[src/design/ps2_host_command_engine_defines.svh]
// assertion helpers for the ps2 host command engine
`ifndef PS2_HOST_COMMAND_ENGINE_DEFINES_SVH
`define PS2_HOST_COMMAND_ENGINE_DEFINES_SVH

// same-cycle implication
`define PS2HCE_ASSERT_NOW(label, clk, rst, ante, cons) \
   label: assert property (@(posedge clk) disable iff (rst) (ante) |-> (cons)) \
      else $error("ps2 host command engine check failed");

// next-cycle implication
`define PS2HCE_ASSERT_NEXT(label, clk, rst, ante, cons) \
   label: assert property (@(posedge clk) disable iff (rst) (ante) |=> (cons)) \
      else $error("ps2 host command engine check failed");

`endif

[src/design/ps2hce_pkg.sv]
`default_nettype none
package ps2hce_pkg;

   localparam int CMD_DEPTH_DEFAULT  = 4;
   localparam int RESP_DEPTH_DEFAULT = 4;

   localparam logic [1:0] OP_START     = 2'd0;
   localparam logic [1:0] OP_BUS_EVENT = 2'd1;
   localparam logic [1:0] OP_RX_BYTE   = 2'd2;

   localparam logic [2:0] EV_GOING_IDLE  = 3'd0;
   localparam logic [2:0] EV_IDLING      = 3'd1;
   localparam logic [2:0] EV_FRAME_ACKED = 3'd2;
   localparam logic [2:0] EV_START_ERR   = 3'd3;
   localparam logic [2:0] EV_PARITY_ERR  = 3'd4;
   localparam logic [2:0] EV_STOP_ERR    = 3'd5;
   localparam logic [2:0] EV_TIMEOUT     = 3'd6;
   localparam logic [2:0] EV_NACK        = 3'd7;

   localparam logic [1:0] DONE_NONE    = 2'd0;
   localparam logic [1:0] DONE_OK      = 2'd1;
   localparam logic [1:0] DONE_FAIL    = 2'd2;
   localparam logic [1:0] DONE_TIMEOUT = 2'd3;

   localparam logic [7:0] DEV_ACK    = 8'hFA;
   localparam logic [7:0] DEV_RESEND = 8'hFE;
   localparam logic [3:0] TALLY_MAX  = 4'hF;
   localparam logic [2:0] MAX_ARGS   = 3'd3;

   localparam logic CSR_ERROR_LIMIT = 1'b0;
   localparam logic CSR_IDLE_LIMIT  = 1'b1;

   localparam logic [3:0] ERROR_LIMIT_RESET = 4'd3;
   localparam logic [3:0] IDLE_LIMIT_RESET  = 4'd5;

   typedef enum logic [4:0] {
      PH_IDLE       = 5'b00001,
      PH_READY      = 5'b00010,
      PH_WAIT_FRAME = 5'b00100,
      PH_WAIT_ACK   = 5'b01000,
      PH_WAIT_RESP  = 5'b10000
   } phase_type;

   typedef struct packed {
      phase_type  phase;
      logic [2:0] cmd_length;
      logic [2:0] cmd_position;
      logic [2:0] resp_length;
      logic [2:0] resp_position;
      logic [3:0] error_tally;
      logic [3:0] idle_tally;
   } ctl_type;

   typedef struct packed {
      logic [1:0] op;
      logic [2:0] bus_event;
      logic [7:0] rx_byte;
      logic [7:0] cmd_byte;
      logic [7:0] arg_first;
      logic [7:0] arg_second;
      logic [7:0] arg_third;
      logic [2:0] arg_count;
      logic [2:0] resp_expected;
      logic       bus_accepts;
   } req_type;

   typedef struct packed {
      logic        start_accepted;
      logic        send_valid;
      logic [7:0]  send_byte;
      logic [1:0]  done_status;
      logic [2:0]  resp_count;
      logic [31:0] resp_bytes;
      logic        pass_valid;
      logic [7:0]  pass_byte;
      logic        idle_notify;
   } rsp_type;

endpackage
`default_nettype wire

[src/design/ps2hce_step.sv]
`default_nettype none
module ps2hce_step import ps2hce_pkg::*; #(
   parameter int CMD_DEPTH  = CMD_DEPTH_DEFAULT,
   parameter int RESP_DEPTH = RESP_DEPTH_DEFAULT
) (
   input  var ctl_type    ctl_cur,
   input  var logic [7:0] cmd_cur [CMD_DEPTH],
   input  var logic [7:0] resp_cur [RESP_DEPTH],
   input  var logic [3:0] error_limit,
   input  var logic [3:0] idle_limit,
   input  var req_type    req,
   output ctl_type        ctl_nxt,
   output logic [7:0]     cmd_nxt [CMD_DEPTH],
   output logic [7:0]     resp_nxt [RESP_DEPTH],
   output rsp_type        rsp
);

   localparam int CMD_AW  = (CMD_DEPTH > 1) ? $clog2(CMD_DEPTH) : 1;
   localparam int RESP_AW = (RESP_DEPTH > 1) ? $clog2(RESP_DEPTH) : 1;
   localparam logic [3:0] CMD_DEPTH_W  = 4'(CMD_DEPTH);
   localparam logic [3:0] RESP_DEPTH_W = 4'(RESP_DEPTH);
   localparam int PACK_N = (RESP_DEPTH < 4) ? RESP_DEPTH : 4;

   ctl_type    ctl;
   logic [7:0] cmd [CMD_DEPTH];
   logic [7:0] resp [RESP_DEPTH];
   logic       start_ok;
   logic       check;
   logic       ready_on_pass;
   logic       send;
   logic       fin;
   logic [1:0] status;

   assign start_ok = (req.arg_count <= MAX_ARGS)
                  && (({1'b0, req.arg_count} + 4'd1) <= CMD_DEPTH_W)
                  && ({1'b0, req.resp_expected} <= RESP_DEPTH_W);

   always_comb begin
      ctl           = ctl_cur;
      cmd           = cmd_cur;
      resp          = resp_cur;
      rsp           = '0;
      check         = 1'b0;
      ready_on_pass = 1'b0;
      send          = 1'b0;
      fin           = 1'b0;
      status        = DONE_NONE;

      unique case (req.op)
         OP_START: begin
            if (ctl.phase == PH_IDLE && start_ok) begin
               cmd[0] = req.cmd_byte;
               for (int j = 1; j < CMD_DEPTH; j++) begin
                  if (j <= 3 && 3'(j) <= req.arg_count) begin
                     case (j)
                        1:       cmd[j] = req.arg_first;
                        2:       cmd[j] = req.arg_second;
                        default: cmd[j] = req.arg_third;
                     endcase
                  end
               end
               ctl.cmd_position  = '0;
               ctl.resp_position = '0;
               ctl.error_tally   = '0;
               ctl.idle_tally    = '0;
               ctl.cmd_length    = req.arg_count + 3'd1;
               ctl.resp_length   = req.resp_expected;
               ctl.phase         = PH_READY;
               rsp.start_accepted = 1'b1;
               send = 1'b1;
            end
         end
         OP_BUS_EVENT: begin
            unique case (req.bus_event) inside
               EV_GOING_IDLE: send = 1'b1;
               EV_IDLING: begin
                  if (ctl.phase == PH_IDLE) begin
                     rsp.idle_notify = 1'b1;
                  end else begin
                     if (ctl.idle_tally != TALLY_MAX) ctl.idle_tally = ctl.idle_tally + 4'd1;
                     check = 1'b1;
                     send  = 1'b1;
                  end
               end
               EV_FRAME_ACKED: begin
                  if (ctl.phase == PH_WAIT_FRAME) ctl.phase = PH_WAIT_ACK;
               end
               EV_START_ERR, EV_PARITY_ERR, EV_STOP_ERR: begin
                  if (ctl.error_tally != TALLY_MAX) ctl.error_tally = ctl.error_tally + 4'd1;
                  check = 1'b1;
               end
               EV_TIMEOUT: begin
                  ctl.idle_tally = TALLY_MAX;
                  check = 1'b1;
               end
               default: begin
                  if (ctl.error_tally != TALLY_MAX) ctl.error_tally = ctl.error_tally + 4'd1;
                  check         = 1'b1;
                  ready_on_pass = 1'b1;
               end
            endcase
         end
         OP_RX_BYTE: begin
            unique case (ctl.phase)
               PH_WAIT_ACK: begin
                  if (req.rx_byte == DEV_ACK) begin
                     ctl.cmd_position = ctl.cmd_position + 3'd1;
                     if (ctl.cmd_position < ctl.cmd_length) begin
                        ctl.phase = PH_READY;
                     end else if (ctl.resp_length != 3'd0) begin
                        ctl.phase = PH_WAIT_RESP;
                     end else begin
                        fin    = 1'b1;
                        status = DONE_OK;
                     end
                  end else if (req.rx_byte == DEV_RESEND) begin
                     if (ctl.error_tally != TALLY_MAX) ctl.error_tally = ctl.error_tally + 4'd1;
                     check         = 1'b1;
                     ready_on_pass = 1'b1;
                  end else begin
                     ctl.error_tally = TALLY_MAX;
                     check = 1'b1;
                  end
               end
               PH_WAIT_RESP: begin
                  if ({1'b0, ctl.resp_position} < RESP_DEPTH_W) begin
                     resp[ctl.resp_position[RESP_AW-1:0]] = req.rx_byte;
                     ctl.resp_position = ctl.resp_position + 3'd1;
                  end
                  if (ctl.resp_position >= ctl.resp_length
                      || {1'b0, ctl.resp_position} >= RESP_DEPTH_W) begin
                     fin    = 1'b1;
                     status = DONE_OK;
                  end
               end
               PH_IDLE: begin
                  rsp.pass_valid = 1'b1;
                  rsp.pass_byte  = req.rx_byte;
               end
               default: ;
            endcase
         end
         default: ;
      endcase

      if (check && ctl.phase != PH_IDLE) begin
         if (ctl.error_tally >= error_limit) begin
            fin    = 1'b1;
            status = DONE_FAIL;
         end else if (ctl.idle_tally >= idle_limit) begin
            fin    = 1'b1;
            status = DONE_TIMEOUT;
         end else if (ready_on_pass) begin
            ctl.phase = PH_READY;
         end
      end

      if (fin) begin
         ctl.phase       = PH_IDLE;
         rsp.done_status = status;
         rsp.resp_count  = ctl.resp_position;
         for (int i = 0; i < PACK_N; i++) begin
            if (3'(i) < ctl.resp_position) rsp.resp_bytes[8*i +: 8] = resp[i];
         end
      end

      if (send && ctl.phase == PH_READY && ctl.cmd_position < ctl.cmd_length
          && {1'b0, ctl.cmd_position} < CMD_DEPTH_W && req.bus_accepts) begin
         rsp.send_valid = 1'b1;
         rsp.send_byte  = cmd[ctl.cmd_position[CMD_AW-1:0]];
         ctl.phase      = PH_WAIT_FRAME;
      end
   end

   assign ctl_nxt  = ctl;
   assign cmd_nxt  = cmd;
   assign resp_nxt = resp;

endmodule
`default_nettype wire

[src/design/ps2_host_command_engine.sv]
// Host-side PS/2 command layer. Each req beat is a start item, a bus event or a byte received
// from the device; each accepted beat yields exactly one rsp beat, in the next cycle, carrying
// any byte to send, a completion status with the gathered response bytes, a passed-through
// byte or an idle flag. A beat can be accepted every cycle: the whole update is one
// combinational pass from the command state into the rsp output register, and req_ready is
// high while that register is empty or being drained. error_limit and idle_limit are written
// through the csr port; the user must do so while no command runs: the block does not check.
`default_nettype none
`include "ps2_host_command_engine_defines.svh"
module ps2_host_command_engine import ps2hce_pkg::*; #(
   parameter int CMD_DEPTH  = CMD_DEPTH_DEFAULT,
   parameter int RESP_DEPTH = RESP_DEPTH_DEFAULT
) (
   input  var logic    clock,
   input  var logic    reset,
   input  var logic    req_valid,
   output logic        req_ready,
   input  var req_type req_payload,
   output logic        rsp_valid,
   input  var logic    rsp_ready,
   output rsp_type     rsp_payload,
   input  var logic    csr_we,
   input  var logic    csr_index,
   input  var logic [3:0] csr_wdata
);

   ctl_type    ctl_ff;
   ctl_type    ctl_in;
   logic [7:0] cmd_ff [CMD_DEPTH];
   logic [7:0] cmd_in [CMD_DEPTH];
   logic [7:0] resp_ff [RESP_DEPTH];
   logic [7:0] resp_in [RESP_DEPTH];
   rsp_type    rsp_ff;
   rsp_type    rsp_in;
   logic       rsp_valid_ff;
   logic [3:0] error_limit_ff;
   logic [3:0] idle_limit_ff;
   logic       req_fire;
   logic       send_fire;
   logic       done_fire;
   logic       pass_fire;

   assign req_ready   = !rsp_valid_ff || rsp_ready;
   assign req_fire    = req_valid && req_ready;
   assign rsp_valid   = rsp_valid_ff;
   assign rsp_payload = rsp_ff;

   assign send_fire = req_fire && rsp_in.send_valid;
   assign done_fire = req_fire && (rsp_in.done_status != DONE_NONE);
   assign pass_fire = req_fire && rsp_in.pass_valid;

   ps2hce_step #(
      .CMD_DEPTH  (CMD_DEPTH),
      .RESP_DEPTH (RESP_DEPTH)
   ) u_step (
      .ctl_cur     (ctl_ff),
      .cmd_cur     (cmd_ff),
      .resp_cur    (resp_ff),
      .error_limit (error_limit_ff),
      .idle_limit  (idle_limit_ff),
      .req         (req_payload),
      .ctl_nxt     (ctl_in),
      .cmd_nxt     (cmd_in),
      .resp_nxt    (resp_in),
      .rsp         (rsp_in)
   );

   always_ff @(posedge clock) begin
      if (reset) begin
         ctl_ff         <= '{phase: PH_IDLE, default: '0};
         rsp_valid_ff   <= 1'b0;
         error_limit_ff <= ERROR_LIMIT_RESET;
         idle_limit_ff  <= IDLE_LIMIT_RESET;
      end else begin
         if (req_fire) begin
            ctl_ff       <= ctl_in;
            rsp_valid_ff <= 1'b1;
         end else if (rsp_ready) begin
            rsp_valid_ff <= 1'b0;
         end
         if (csr_we && csr_index == CSR_ERROR_LIMIT) error_limit_ff <= csr_wdata;
         if (csr_we && csr_index == CSR_IDLE_LIMIT)  idle_limit_ff  <= csr_wdata;
      end
   end

   always_ff @(posedge clock) begin
      if (req_fire) begin
         cmd_ff  <= cmd_in;
         resp_ff <= resp_in;
         rsp_ff  <= rsp_in;
      end
   end

   `PS2HCE_ASSERT_NEXT(a_beat_yields_rsp, clock, reset, req_fire, rsp_valid_ff)
   `PS2HCE_ASSERT_NEXT(a_send_waits_frame, clock, reset, send_fire, ctl_ff.phase == PH_WAIT_FRAME)
   `PS2HCE_ASSERT_NEXT(a_done_goes_idle, clock, reset, done_fire, ctl_ff.phase == PH_IDLE)
   `PS2HCE_ASSERT_NOW(a_pass_only_idle, clock, reset, pass_fire, ctl_ff.phase == PH_IDLE)

endmodule
`default_nettype wire

[config.mk]
export PLATFORM = sky130hd
export DESIGN_NAME = ps2_host_command_engine
export DESIGN_NICKNAME = d
export VERILOG_FILES = /design/src/design/ps2hce_pkg.sv /design/src/design/ps2hce_step.sv /design/src/design/ps2_host_command_engine.sv
export VERILOG_INCLUDE_DIRS = /design/src /design/src/design
export SDC_FILE = /design/constraint.sdc
export NUM_CORES = 1
export LEC_CHECK = 0
export ABC_AREA = 0
export BUFFER_PORTS_ARGS = -buffer_cell sky130_fd_sc_hd__buf_2
export CAP_MARGIN = 20
export CORE_MARGIN = 2
export CORE_UTILIZATION = 40
export CTS_CLUSTER_DIAMETER = 120
export DETAILED_ROUTE_END_ITERATION = 8
export GPL_TIMING_DRIVEN = 0
export MAX_ROUTING_LAYER = met4
export PLACE_DENSITY = 0.67
export SYNTH_ARGS = -nofsm -noshare
export SYNTH_HDL_FRONTEND = slang
export SYNTH_HIERARCHICAL = 1
export SYNTH_SLANG_ARGS = --single-unit
[constraint.sdc]
create_clock -name clock -period 5.7 [get_ports clock]
set_input_delay 0.855 -clock clock [delete_from_list [all_inputs] [get_ports clock]]
set_output_delay 0.855 -clock clock [all_outputs]
set_load 0.02 [all_outputs]
==> results.md <==
* Clock slew at the register clock pins of the worst setup and hold paths at 70 ps
* X dimension of the die at 148.5 µm
* Final Wtd Congestion at 0.9223
* Largest fanout of any net on the critical path at 10
* Net switching power at 684.7 µW
* Pin count of the biggest net entering global routing at 63
* Unrepaired setup endpoints after global routing: false
* Post-synthesis average cell area at 11.50 µm²
* Critical path required time at 6060 ps
* Clock power share at 0.434
* Bufs on Longest Clock Path at 2
* Post-cts hold buffer count at 0
* Synthesized instance count at 726
* Most frequently used flop master after synthesis: sky130_fd_sc_hd__edfxtp_1
* Clock Tree Root: sky130_fd_sc_hd__clkbuf_16
* Cell count after placement at 1116
* Count of flip-flops with a built-in enable after synthesis at 121
* Count of buffering cells on the critical path with inverters included at 4
* Count of final hold-check violations at 0
* Power share of the combinational group at 0.097
* Routed vias/inst at 5.283
* Source-to-sink clock delay at the later pin of the worst-skew pair at 430 ps
* FFs w/ async S/R, synth at 0
* Area added between synthesis and finish at 19.03%
* Ratio of final minimum period to clock period at 0.8394
* Slew at the pin closest to its max-slew limit at 910.3 ps
* Capturing element type of the critical path: register
* Worst hold slack at 453.0 ps
* Critical path cell sequence: buf_2, ha_1, nor2b_1, nor4_1, nand2_1, clkbuf_1, clkbuf_1, a21oi_1, nor3_1, ha_1, o21a_1, o2bb2ai_1, nand4_1, o31a_1, o22ai_1, nand4bb_1, buf_6, nand2_2, nand3_1, a21oi_2
* Startpoint class of the critical path: input port
* Number of nets in the layout at 956
* Yosys reg bits at 155
* Register area at 4314 µm²
* # H-tree levels at 4
* Period minus WS final at 4784 ps
* Std-Cell Rows at 52
* TritonCTS sink count at 155
* Final core utilization at 0.4880
* Number of warnings printed during yosys synthesis at 6
* Total clock buffers created by CTS at 17
* Setup TNS at 0 ps
* Final Instance Count excl. Fillers at 1148
* Wire length of the first global-routing pass at 32420 µm
* DRT iter0 DRCs at 422
* Net switching share of the total power at 0.2466
* Area taken by multi-input logic gates at 3720 µm²
* Wire per inst at 17.85 µm
* PortBufs at 119
* Arrival time of data at the critical path endpoint at 5140 ps
* Total count of max-transition violations in the final report at 0
* Global-route usage over all layers at 0.1966
* Pwr dens at 279.4 nW/µm²
* Netlist area before placement at 8348 µm²
* Number of antenna violations at the first check in global routing at 0
* VDD IR-drop max at 0.1916 mV
* Xor and xnor area share after synthesis at 0.007344
* Post-CTS Resized at 0
* FMAX at 209.0 MHz
* Final Skew at 12.05 ps
* Proportion of synthesized area in mux cells at 0.09053
* Arithmetic-cell share of the synthesized area counting full adders, half adders and majority gates at 0.04347
* Portion of synthesized cell area occupied by the leading cell type at 0.4353
* Vias in the first global route at 5813
* FILL cells at 1883
* Slowest-stage cell, CP: sky130_fd_sc_hd__clkbuf_1
* Cell type group with the largest total delay on the critical path: simple AND/OR/NAND/NOR gates
* Dominant combinational cell family by area after synthesis: simple AND/OR/NAND/NOR gates
* Type of the tightest min-delay check: reg2reg
* Fraction of final layout cells sized beyond drive strength 1 at 0.3269
* Number of antenna diodes at 0
* Post-Route WL at 20490 µm
* Total core area at 20360 µm²
* Compound-Gate Fraction of Synth Area at 0.1425
* Post-detailed-placement half-perimeter wirelength at 14560 µm
* Mapped Nets at 817
* Leading post-synthesis cells by instance count: sky130_fd_sc_hd__edfxtp_1 (121), sky130_fd_sc_hd__nand2_1 (63), sky130_fd_sc_hd__mux2_2 (60), sky130_fd_sc_hd__nand3_1 (35), sky130_fd_sc_hd__dfxtp_1 (34)
* Routed Antenna Nets at 0
* Sequential group share of total power at 0.468
* Library cell with the highest instance count after synthesis: sky130_fd_sc_hd__edfxtp_1
* Internal power at 2.091 mW
* Portion of the post-synthesis area used by sequential elements at 0.5168
* Fraction of the mapped netlist area in simple logic gates at 0.1614
* Remaining routing DRC violations at 0
* Status: finished, final reports clean
* Critical Setup Path Class: in2reg
* Top cells by area, synth: sky130_fd_sc_hd__edfxtp_1 (44%), sky130_fd_sc_hd__dfxtp_1 (8.2%), sky130_fd_sc_hd__mux2_2 (8.1%)
* Yosys top cell by area: sky130_fd_sc_hd__edfxtp_1
* Number of maximum-capacitance violations at 0
* Number of ports placed on the die boundary at 121
* Die area at 22040 µm²
* Detailed-route via count at 6065
* Setup-failing EPs final at 0
* Initial core utilization at 0.4099
* Leakage dissipation at 3.873 nW
* Number of iterations in the first detailed-routing pass at 6
* Grt ovf at 0
* Count of distinct cell types in the synthesized netlist at 66
* Setup Fix Bufs, Post-CTS at 0
* Max stage delay on crit path at 490 ps
* Max transition margin at 0.3931
* Vertical die dimension at 148.5 µm
* Clock tree from TritonCTS: yes
cells in the final DEF, fill, tap and decap left out, types with 5 or more instances in the layout:
cell / n
sky130_fd_sc_hd__a21oi_2: 32
sky130_fd_sc_hd__buf_2: 128
sky130_fd_sc_hd__o21a_1: 8
sky130_fd_sc_hd__clkbuf_16: 17
sky130_fd_sc_hd__o211ai_1: 16
sky130_fd_sc_hd__and3_1: 14
sky130_fd_sc_hd__dfxtp_1: 34
sky130_fd_sc_hd__nor3_1: 12
sky130_fd_sc_hd__o21ai_0: 19
sky130_fd_sc_hd__and2_1: 8
sky130_fd_sc_hd__a21oi_1: 22
sky130_fd_sc_hd__a21bo_1: 24
sky130_fd_sc_hd__ha_1: 29
sky130_fd_sc_hd__buf_6: 6
sky130_fd_sc_hd__edfxtp_1: 121
sky130_fd_sc_hd__nor3b_1: 9
sky130_fd_sc_hd__inv_1: 32
sky130_fd_sc_hd__nor2b_2: 8
sky130_fd_sc_hd__mux2_2: 60
sky130_fd_sc_hd__nand2b_1: 19
sky130_fd_sc_hd__nor2_1: 26
sky130_fd_sc_hd__nor2b_1: 21
sky130_fd_sc_hd__clkbuf_1: 11
sky130_fd_sc_hd__nand3_1: 35
sky130_fd_sc_hd__nand2_1: 63
sky130_fd_sc_hd__o22ai_1: 5
sky130_fd_sc_hd__mux2i_1: 8
sky130_fd_sc_hd__inv_6: 5
power groups by stage:
stage	sequential (mW)	combinational [mW]	clock, mW
after floorplan	1.35	0.141	0
after global routing	1.30	0.297	1.28
after global placement	1.33	0.264	0
after CTS	1.30	0.271	1.23
final	1.30	0.270	1.21
after detailed placement	1.32	0.270	0
worst register-to-register path: stages (launching register included):
cell and delay [ps]:
sky130_fd_sc_hd__dfxtp_1 440, sky130_fd_sc_hd__nor3_1 120, sky130_fd_sc_hd__and2_1 180, sky130_fd_sc_hd__clkbuf_1 270
sky130_fd_sc_hd__nand2_1 230, sky130_fd_sc_hd__clkbuf_1 450, sky130_fd_sc_hd__clkbuf_1 490, sky130_fd_sc_hd__a21oi_1 140
sky130_fd_sc_hd__nor3_1 300, sky130_fd_sc_hd__ha_1 300, sky130_fd_sc_hd__o21a_1 160, sky130_fd_sc_hd__o2bb2ai_1 290
sky130_fd_sc_hd__nand4_1 320, sky130_fd_sc_hd__o31a_1 200, sky130_fd_sc_hd__o22ai_1 120, sky130_fd_sc_hd__nand4bb_1 160
sky130_fd_sc_hd__buf_6 200, sky130_fd_sc_hd__nand2_2 60, sky130_fd_sc_hd__nand3_1 80, sky130_fd_sc_hd__a21oi_2 140
area by class of cell:
cell class	count	share of cell area
multi-input cells	504	0.3743
well taps	270	0.03400
flip-flops and latches	155	0.4341
clock buffers	17	0.04281
repair buffers	120	0.06270
clock inverters	15	0.02015
plain buffers	32	0.01864
inverters	35	0.01322
logic make-up after synthesis:
family | after synthesis
compound gates | 156
fa+ha+maj | 29
xor+xnor | 7
mux | 68
flops | 155
buf+inv | 67
simple gates | 244
metrics by stage:
| stage | power (mW) | area [µm²] | worst slack (ps) |
|---|---|---|---|
| after floorplan | 1.493 | 8348 | 1318 |
| after global placement | 1.595 | 9281 | -90.56 |
| after detailed placement | 1.595 | 9311 | 516.8 |
| after CTS | 2.804 | 9937 | 952.7 |
| after global routing | 2.878 | 9937 | 554.9 |
| final | 2.776 | 9937 | 915.6 |
sequential cells by signal (all words and copies together), names as in the netlist:
name / count
cmd_ff: 32
ctl_ff: 25
error_limit_ff: 4
idle_limit_ff: 4
resp_ff: 32
rsp_payload: 57
rsp_valid: 1
layer usage:
| layer | up-vias | track usage | wire length [µm] |
|---|---|---|---|
| li1 | 2959 | - | - |
| met1 | 2937 | 0.2615 | 9490 |
| met2 | 155 | 0.3153 | 9922 |
| met3 | 14 | 0.03221 | 879 |
| met4 | 0 | 0.05143 | 199 |
| met5 | - | - | 0 |
final timing paths:
kind	endpoint	cells after the start	start	slack (ps)
setup reg to reg	ctl_ff[22]	19	ctl_ff[22]	970
hold reg to reg	idle_limit_ff[1]	2	idle_limit_ff[1]	450
setup / recovery	ctl_ff[22]	20	req_payload[4]	920
hold / removal	idle_limit_ff[1]	2	idle_limit_ff[1]	450
(Power assumes the default switching activity.)
